**src/rtl/wsfd_pkg.sv**
```systemverilog
`timescale 1ns / 1ps

package wsfd_pkg;

    typedef enum logic [4:0] {
        PH_HDR0 = 5'b00001,
        PH_HDR1 = 5'b00010,
        PH_EXT  = 5'b00100,
        PH_MASK = 5'b01000,
        PH_DATA = 5'b10000
    } phase_t;

    localparam logic [3:0] OP_CLOSE    = 4'h8;
    localparam logic [6:0] LEN_EXT16   = 7'd126;
    localparam logic [6:0] LEN_EXT64   = 7'd127;
    localparam logic [3:0] EXT16_BYTES = 4'd2;
    localparam logic [3:0] EXT64_BYTES = 4'd8;

    typedef struct packed {
        logic [7:0] data_byte;
        logic       has_data;
        logic [3:0] frame_opcode;
        logic       final_fragment;
        logic       frame_end;
        logic       close_seen;
    } result_t;

endpackage

```
**src/rtl/wsfd_byte_if.sv**
```systemverilog
`timescale 1ns / 1ps

interface wsfd_byte_if;
    logic       valid;
    logic       ready;
    logic [7:0] rx_byte;

    modport source (output valid, output rx_byte, input ready);
    modport sink (input valid, input rx_byte, output ready);
endinterface

```
**src/rtl/wsfd_result_if.sv**
```systemverilog
`timescale 1ns / 1ps

interface wsfd_result_if;
    logic       valid;
    logic       ready;
    logic [7:0] data_byte;
    logic       has_data;
    logic [3:0] frame_opcode;
    logic       final_fragment;
    logic       frame_end;
    logic       close_seen;

    modport source (
        output valid, output data_byte, output has_data, output frame_opcode,
        output final_fragment, output frame_end, output close_seen,
        input ready
    );
    modport sink (
        input valid, input data_byte, input has_data, input frame_opcode,
        input final_fragment, input frame_end, input close_seen,
        output ready
    );
endinterface

```
**src/rtl/websocket_frame_decoder_core.sv**
```systemverilog
`timescale 1ns / 1ps
// channel  dir  modport                 word
// stream   in   wsfd_byte_if.sink       rx_byte, one framed stream byte
// result   out  wsfd_result_if.source   data_byte, has_data, frame_opcode,
//                                       final_fragment, frame_end, close_seen
//
// One byte per cycle unless a held result stalls the input; an accepted byte goes
// to the input register, then through the parse logic into the result register.
// rst_n clears the parse state: first header byte expected, stream open.
// A held result stalls the input register only when that byte yields a result.
// After a close frame ends, bytes are still taken and dropped until reset.

module websocket_frame_decoder_core
    import wsfd_pkg::*;
(
    input  logic           clk,
    input  logic           rst_n,
    wsfd_byte_if.sink      stream,
    wsfd_result_if.source  result
);

    logic       advance;
    logic       byte_valid;
    logic [7:0] rx_byte;
    logic       res_valid;
    result_t    res;
    logic       can_take;
    logic       load;

    assign advance = byte_valid && (!res_valid || can_take);
    assign load    = advance && res_valid;

    wsfd_in_stage u_in_stage (
        .clk        (clk),
        .rst_n      (rst_n),
        .stream     (stream),
        .advance    (advance),
        .byte_valid (byte_valid),
        .rx_byte    (rx_byte)
    );

    wsfd_parser u_parser (
        .clk        (clk),
        .rst_n      (rst_n),
        .byte_valid (byte_valid),
        .rx_byte    (rx_byte),
        .advance    (advance),
        .res_valid  (res_valid),
        .res        (res)
    );

    wsfd_out_reg u_out_reg (
        .clk      (clk),
        .rst_n    (rst_n),
        .load     (load),
        .res      (res),
        .can_take (can_take),
        .result   (result)
    );

endmodule

```
**src/rtl/wsfd_in_stage.sv**
```systemverilog
`timescale 1ns / 1ps

module wsfd_in_stage (
    input  logic         clk,
    input  logic         rst_n,
    wsfd_byte_if.sink    stream,
    input  logic         advance,
    output logic         byte_valid,
    output logic [7:0]   rx_byte
);

    logic       valid_reg;
    logic       valid_next;
    logic [7:0] byte_reg;

    assign stream.ready = !valid_reg || advance;
    assign valid_next   = stream.ready ? stream.valid : valid_reg;
    assign byte_valid   = valid_reg;
    assign rx_byte      = byte_reg;

    always_ff @(posedge clk or negedge rst_n)
    begin
        if (!rst_n)
        begin
            valid_reg <= 1'b0;
        end
        else
        begin
            valid_reg <= valid_next;
        end
    end

    always_ff @(posedge clk)
    begin
        if (stream.valid && stream.ready)
        begin
            byte_reg <= stream.rx_byte;
        end
    end

endmodule

```
**src/rtl/wsfd_parser.sv**
```systemverilog
`timescale 1ns / 1ps

module wsfd_parser
    import wsfd_pkg::*;
(
    input  logic       clk,
    input  logic       rst_n,
    input  logic       byte_valid,
    input  logic [7:0] rx_byte,
    input  logic       advance,
    output logic       res_valid,
    output result_t    res
);

    phase_t           phase_reg, phase_next;
    logic             fin_reg, fin_next;
    logic [3:0]       opcode_reg, opcode_next;
    logic             mask_present_reg, mask_present_next;
    logic [3:0]       ext_left_reg, ext_left_next;
    logic [3:0][7:0]  mask_key_reg, mask_key_next;
    logic [63:0]      payload_left_reg, payload_left_next;
    logic [1:0]       key_index_reg, key_index_next;
    logic             closed_reg, closed_next;

    logic             len_done;
    logic             hdr_done;
    logic             emit;
    logic             emit_has;
    logic             emit_end;
    logic [7:0]       emit_data;
    logic             close_now;

    always_comb
    begin
        phase_next        = phase_reg;
        fin_next          = fin_reg;
        opcode_next       = opcode_reg;
        mask_present_next = mask_present_reg;
        ext_left_next     = ext_left_reg;
        mask_key_next     = mask_key_reg;
        payload_left_next = payload_left_reg;
        key_index_next    = key_index_reg;
        len_done          = 1'b0;
        hdr_done          = 1'b0;
        emit              = 1'b0;
        emit_has          = 1'b0;
        emit_end          = 1'b0;
        emit_data         = '0;

        unique case (phase_reg)
            PH_HDR1:
            begin
                mask_present_next = rx_byte[7];
                mask_key_next     = '0;
                payload_left_next = '0;
                if (rx_byte[6:0] == LEN_EXT16)
                begin
                    ext_left_next = EXT16_BYTES;
                    phase_next    = PH_EXT;
                end
                else if (rx_byte[6:0] == LEN_EXT64)
                begin
                    ext_left_next = EXT64_BYTES;
                    phase_next    = PH_EXT;
                end
                else
                begin
                    payload_left_next = {57'd0, rx_byte[6:0]};
                    len_done          = 1'b1;
                end
            end
            PH_EXT:
            begin
                payload_left_next = {payload_left_reg[55:0], rx_byte};
                ext_left_next     = ext_left_reg - 4'd1;
                len_done          = (ext_left_next == 4'd0);
            end
            PH_MASK:
            begin
                mask_key_next[~key_index_reg] = rx_byte;
                key_index_next                = key_index_reg + 2'd1;
                hdr_done                      = (key_index_next == 2'd0);
            end
            PH_DATA:
            begin
                emit              = 1'b1;
                emit_has          = 1'b1;
                emit_data         = rx_byte ^ mask_key_reg[~key_index_reg];
                key_index_next    = key_index_reg + 2'd1;
                payload_left_next = payload_left_reg - 64'd1;
                if (payload_left_next == 64'd0)
                begin
                    emit_end   = 1'b1;
                    phase_next = PH_HDR0;
                end
            end
            default:
            begin
                fin_next    = rx_byte[7];
                opcode_next = rx_byte[3:0];
                phase_next  = PH_HDR1;
            end
        endcase

        if (len_done)
        begin
            if (mask_present_next)
            begin
                key_index_next = 2'd0;
                phase_next     = PH_MASK;
            end
            else
            begin
                hdr_done = 1'b1;
            end
        end

        // empty frame: end mark rides on the last header word
        if (hdr_done)
        begin
            key_index_next = 2'd0;
            if (payload_left_next == 64'd0)
            begin
                phase_next = PH_HDR0;
                emit       = 1'b1;
                emit_end   = 1'b1;
            end
            else
            begin
                phase_next = PH_DATA;
            end
        end
    end

    assign close_now   = emit_end && (opcode_reg == OP_CLOSE);
    assign closed_next = closed_reg || close_now;
    assign res_valid   = byte_valid && !closed_reg && emit;

    assign res.data_byte      = emit_data;
    assign res.has_data       = emit_has;
    assign res.frame_opcode   = opcode_reg;
    assign res.final_fragment = fin_reg;
    assign res.frame_end      = emit_end;
    assign res.close_seen     = close_now;

    always_ff @(posedge clk or negedge rst_n)
    begin
        if (!rst_n)
        begin
            phase_reg        <= PH_HDR0;
            fin_reg          <= 1'b0;
            opcode_reg       <= '0;
            mask_present_reg <= 1'b0;
            ext_left_reg     <= '0;
            mask_key_reg     <= '0;
            payload_left_reg <= '0;
            key_index_reg    <= '0;
            closed_reg       <= 1'b0;
        end
        else if (advance && !closed_reg)
        begin
            phase_reg        <= phase_next;
            fin_reg          <= fin_next;
            opcode_reg       <= opcode_next;
            mask_present_reg <= mask_present_next;
            ext_left_reg     <= ext_left_next;
            mask_key_reg     <= mask_key_next;
            payload_left_reg <= payload_left_next;
            key_index_reg    <= key_index_next;
            closed_reg       <= closed_next;
        end
    end

    a_close_ends_frame: assert property (@(posedge clk) disable iff (!rst_n)
        res_valid && res.close_seen |-> res.frame_end)
        else $error("close flagged off frame end");

    a_closed_silent: assert property (@(posedge clk) disable iff (!rst_n)
        closed_reg |-> !res_valid)
        else $error("result after stream closed");

    a_empty_frame: assert property (@(posedge clk) disable iff (!rst_n)
        res_valid && !res.has_data |-> res.frame_end && res.data_byte == 8'd0)
        else $error("dataless result not an empty frame end");

    a_data_nonzero: assert property (@(posedge clk) disable iff (!rst_n)
        phase_reg == PH_DATA |-> payload_left_reg != 64'd0)
        else $error("payload phase with zero count");

endmodule

```
**src/rtl/wsfd_out_reg.sv**
```systemverilog
`timescale 1ns / 1ps

module wsfd_out_reg
    import wsfd_pkg::*;
(
    input  logic            clk,
    input  logic            rst_n,
    input  logic            load,
    input  result_t         res,
    output logic            can_take,
    wsfd_result_if.source   result
);

    logic    valid_reg;
    logic    valid_next;
    result_t data_reg;

    assign can_take   = !valid_reg || result.ready;
    assign valid_next = load || (valid_reg && !result.ready);

    assign result.valid          = valid_reg;
    assign result.data_byte      = data_reg.data_byte;
    assign result.has_data       = data_reg.has_data;
    assign result.frame_opcode   = data_reg.frame_opcode;
    assign result.final_fragment = data_reg.final_fragment;
    assign result.frame_end      = data_reg.frame_end;
    assign result.close_seen     = data_reg.close_seen;

    always_ff @(posedge clk or negedge rst_n)
    begin
        if (!rst_n)
        begin
            valid_reg <= 1'b0;
        end
        else
        begin
            valid_reg <= valid_next;
        end
    end

    always_ff @(posedge clk)
    begin
        if (load)
        begin
            data_reg <= res;
        end
    end

endmodule
```
**src/flat_wrapper.sv**
```systemverilog
// flat-port wrapper written by rule: the top's interface ports become plain ports
module websocket_frame_decoder_core_flat import wsfd_pkg::*;
  (clk, rst_n, stream_valid, stream_rx_byte, stream_ready, result_valid, result_data_byte, result_has_data, result_frame_opcode, result_final_fragment, result_frame_end, result_close_seen, result_ready);
  wsfd_byte_if stream_i ();
  wsfd_result_if result_i ();
  input  logic clk;
  input  logic rst_n;
  input wire logic [$bits(stream_i.valid)-1:0] stream_valid;
  input wire logic [$bits(stream_i.rx_byte)-1:0] stream_rx_byte;
  output wire logic [$bits(stream_i.ready)-1:0] stream_ready;
  output wire logic [$bits(result_i.valid)-1:0] result_valid;
  output wire logic [$bits(result_i.data_byte)-1:0] result_data_byte;
  output wire logic [$bits(result_i.has_data)-1:0] result_has_data;
  output wire logic [$bits(result_i.frame_opcode)-1:0] result_frame_opcode;
  output wire logic [$bits(result_i.final_fragment)-1:0] result_final_fragment;
  output wire logic [$bits(result_i.frame_end)-1:0] result_frame_end;
  output wire logic [$bits(result_i.close_seen)-1:0] result_close_seen;
  input wire logic [$bits(result_i.ready)-1:0] result_ready;
  assign stream_i.valid = stream_valid;
  assign stream_i.rx_byte = stream_rx_byte;
  assign stream_ready = stream_i.ready;
  assign result_valid = result_i.valid;
  assign result_data_byte = result_i.data_byte;
  assign result_has_data = result_i.has_data;
  assign result_frame_opcode = result_i.frame_opcode;
  assign result_final_fragment = result_i.final_fragment;
  assign result_frame_end = result_i.frame_end;
  assign result_close_seen = result_i.close_seen;
  assign result_i.ready = result_ready;
  websocket_frame_decoder_core u_core (.clk(clk), .rst_n(rst_n), .stream(stream_i), .result(result_i));
endmodule
```
**config.mk**
```make
export PLATFORM = sky130hd
export DESIGN_NAME = websocket_frame_decoder_core_flat
export DESIGN_NICKNAME = d
export VERILOG_FILES = /design/src/rtl/wsfd_pkg.sv /design/src/rtl/wsfd_byte_if.sv /design/src/rtl/wsfd_result_if.sv /design/src/rtl/websocket_frame_decoder_core.sv /design/src/rtl/wsfd_in_stage.sv /design/src/rtl/wsfd_parser.sv /design/src/rtl/wsfd_out_reg.sv /design/src/flat_wrapper.sv
export SDC_FILE = /design/constraint.sdc
export NUM_CORES = 1
export LEC_CHECK = 0
export ABC_AREA = 0
export BUFFER_PORTS_ARGS = -buffer_cell sky130_fd_sc_hd__buf_4
export CAP_MARGIN = 20
export CORE_MARGIN = 3
export CORE_UTILIZATION = 38
export DETAILED_ROUTE_END_ITERATION = 10
export PLACE_DENSITY = 0.62
export RECOVER_POWER = 100
export REMOVE_ABC_BUFFERS = 1
export SLEW_MARGIN = 20
export SYNTH_ARGS = -nofsm -noshare
export SYNTH_HDL_FRONTEND = slang
export SYNTH_SLANG_ARGS = --single-unit
export TNS_END_PERCENT = 10
```
**constraint.sdc**
```tcl
create_clock -name clk -period 5.45 [get_ports clk]
set_input_delay 0.8175 -clock clk [delete_from_list [all_inputs] [get_ports clk]]
set_output_delay 0.8175 -clock clk [all_outputs]
set_load 0.01 [all_outputs]
```
==> results.toml <==
[status]
outcome = "complete, but fails checks"
violations = "capacitance limit, slew limit, setup timing"

[logic_synthesis]
ys_ff_latch = 140
netlist.area_leader.share = 0.2970
syn_avg_cell_area_sq_um = 8.704
synth_area_leader_cell = "dfrtp_1"
netlist_top_cells_area = "dfrtp_1 (30%), edfxtp_1 (7.4%), o21ai_0 (4.4%), nor2_1 (3.7%), a22o_1 (3.6%)"
yosys_warnings = 0
syn_area_sq_mm = 0.009688
yosysUniqueCellTypes = 80
synth_edf_count = 24
synth-main-ff-cell = "dfrtp_1"
synthCells = 1113
yosysSeqAreaShare = 0.3741
async_flop_share = 0.8286

[pwr]
p_leak_uw = 0.004400
max-vdd-ir-drop_mv = 0.1705
pwr_density_cell_mw_per_mm2 = 200.5

[place]
gp_congestion = 1.055
portBuffers = 29
hpwl_mm = 28.62

[cts]
hold_buffers = 0
cts_buffers = 17
clk_pin_slew_worst_paths_ns = 0.08
clock_path_buffers = 2
cts_htree_levels = 4
cts-root-buf = "clkbuf_16"
cts_tree = "built"
clk_latency_ns = 0.44
numClockSinks = 140

[timing]
holdWs_ns = 0.4442
period_needed_ns = 5.473
slew_headroom = -0.8170
finClkSkew_ns = 0.01916
rsz0062_at_grt = "yes"
worst_slew_pin_slew_ns = 2.725
fin_ws_ns = -0.02305
post-route-period-util = 1.004
slew_violations = 121
finalSetupViolCount = 1
max_freq_mhz = 182.7
hold_viol = 0

[floorplanning]
die_x_um = 165.7
fp-row-count = 57
initial_core_util = 0.3926
io-pin-count = 30
core_sq_mm = 0.02468
die_area_sq_mm = 0.02745
die_h_um = 165.7

[critical_path]
cp_max_fo = 4
worstRegToRegCells = 16
worst-r2r-setup-slack_ns = 0.22
path_class = "flop to primary output"
crit_required_ns = 4.63
reg2reg_from = "u_core.u_parser.payload_left_reg[0]"
startpoint = "u_core.u_parser.payload_left_reg[1]"
cp-end-kind = "primary output"
reg2reg_to = "u_core.u_parser.mask_key_reg[21]"
worstSetupStartpointType = "flop"
cp.arrival_ns = 4.66
setup.worst_path.end = "stream_ready"

[drt]
num_vias = 10070
postRouteAntennaNets = 0
wl_mm = 38.80
avgRoutedWirePerCell_um = 25.51
dr.pass1.iters = 6
via_per_inst = 6.617
first_iter_violations = 1569
drcViolationCount = 0

[layout]
final_common_cell = "buf_4"
final.fill_count = 2410
nets = 1204
area_growth_pct = 19.90
drive_gt1_frac = 0.2139
final_cell_mix = "buf_4 (135), dfrtp_1 (115), nor2_1 (94), o21ai_0 (85), nand2_1 (84)"
final_util = 0.4707
largest_reg_flops = 64
antenna_cells = 0

[global_route]
grt_pass1_wl_mm = 59.95
grt_use_met2 = 0.4375
gr-total-overflow = 0
met3_usage = 0.05100
grt_max_degree = 54
grt_pass1_vias = 9674
grt_busiest_layer = "met2"
use_met1 = 0.3666
antenna_found_initial = 0
grt_util_all_layers = 0.2774

[flow_run]
max_cap_violations = 3

[hold_path]
hp-class = "flop to flop"
==> what timing repair did <==
action	in CTS	in global routing
endpoints found under the setup margin	1	31
setup buffers	3	1
pin swaps	9	8
resized for setup	17	18
endpoints found under the hold margin	0	0
==> worst min-delay path by stage <==
stage	start	to	slack [ns]	cells past startpoint
floorplan	u_core.u_parser.fin_reg	u_core.u_out_reg.result.final_fragment	0.42	0
global placement	u_core.u_parser.fin_reg	u_core.u_out_reg.result.final_fragment	0.43	0
detailed placement	u_core.u_parser.fin_reg	u_core.u_out_reg.result.final_fragment	0.43	0
CTS	rst_n	u_core.u_parser.payload_left_reg[30]	0.36	1
global route	u_core.u_parser.fin_reg	u_core.u_out_reg.result.final_fragment	0.47	0
finish	u_core.u_parser.fin_reg	u_core.u_out_reg.result.final_fragment	0.44	0
==> worst max-delay path, stage by stage (launching register included) <==
cell and delay, ns:
dfrtp_1 0.39, inv_2 0.09, ha_4 0.14, or4b_4 0.46, or4b_4 0.55, or4_4 0.46
or4_4 0.44, nand3_2 0.09, o311ai_2 0.12, or4b_4 0.55, nor4_4 0.37, nor2_2 0.07
or3_4 0.35, buf_6 0.13
==> area by class of cell <==
type,instances,area (sq um),share of cell area
clock buffer,17,425.4,0.03662
multi-input combinational,839,5649,0.4863
inverter,16,60.06,0.005170
sequential,140,3625,0.3120
timing repair buffer,170,1255,0.1080
tap,324,405.4,0.03490
clock inverter,15,196.4,0.01691
==> logic make-up after synthesis <==
group,count (synthesis),share of synthesized area
and+or+nand+nor,447,0.2460
AOI/OAI and AO/OA,302,0.2198
DFF,140,0.3741
buffers and inverters,134,0.05812
xor gates and xnor gates,48,0.04339
muxes,34,0.04817
adders and majority gates,8,0.01033
==> metrics by stage <==
step / cell area [sq um] / setup TNS, ns / worst slack (ns) / cells / total power [uW]
6_report: 11620 / -0.02305 / -0.02305 / 1521 / 2330
5_1_grt: 11620 / -0.1770 / -0.1770 / 1521 / 2392
4_1_cts: 11620 / -0.1297 / -0.1297 / 1520 / 2354
3_5_place_dp: 10900 / 0 / 0.06601 / 1485 / 1141
3_3_place_gp: 10900 / 0 / 0.1497 / 1485 / 1140
2_1_floorplan: 9185 / -122.22 / -1.232 / 995 / 1102
==> synthesized netlist by cell type, types with 10 or more instances <==
cell type / count
nand2_1: 84
nand3_1: 30
edfxtp_1: 24
nand4_1: 30
clkbuf_1: 91
a221o_1: 15
a22oi_1: 17
inv_1: 16
nor4_1: 40
buf_2: 15
a31oi_1: 13
nor3_1: 51
a22o_1: 40
xnor2_1: 35
o31ai_1: 10
xor2_1: 13
nor2_1: 96
dfrtp_1: 115
or3_1: 15
a21oi_1: 35
o21ai_0: 86
mux2_2: 21
or4_1: 21
==> where the power goes <==
part,internal (uW),total (uW),leakage (uW),switching [uW]
clock,627,1210,0.000301,585
combinational,10.6,39.4,0.00258,28.8
sequential,1070,1080,0.00152,11.3
total,1700,2330,0.00440,625
==> routing by layer <==
metal | wire [um] | vias up
li1 | - | 4388
met1 | 15730 | 4853
met2 | 17430 | 642
met3 | 3184 | 182
met4 | 2463 | 0
met5 | 0 | -
No activity file was read; power rests on OpenSTA's default activity.
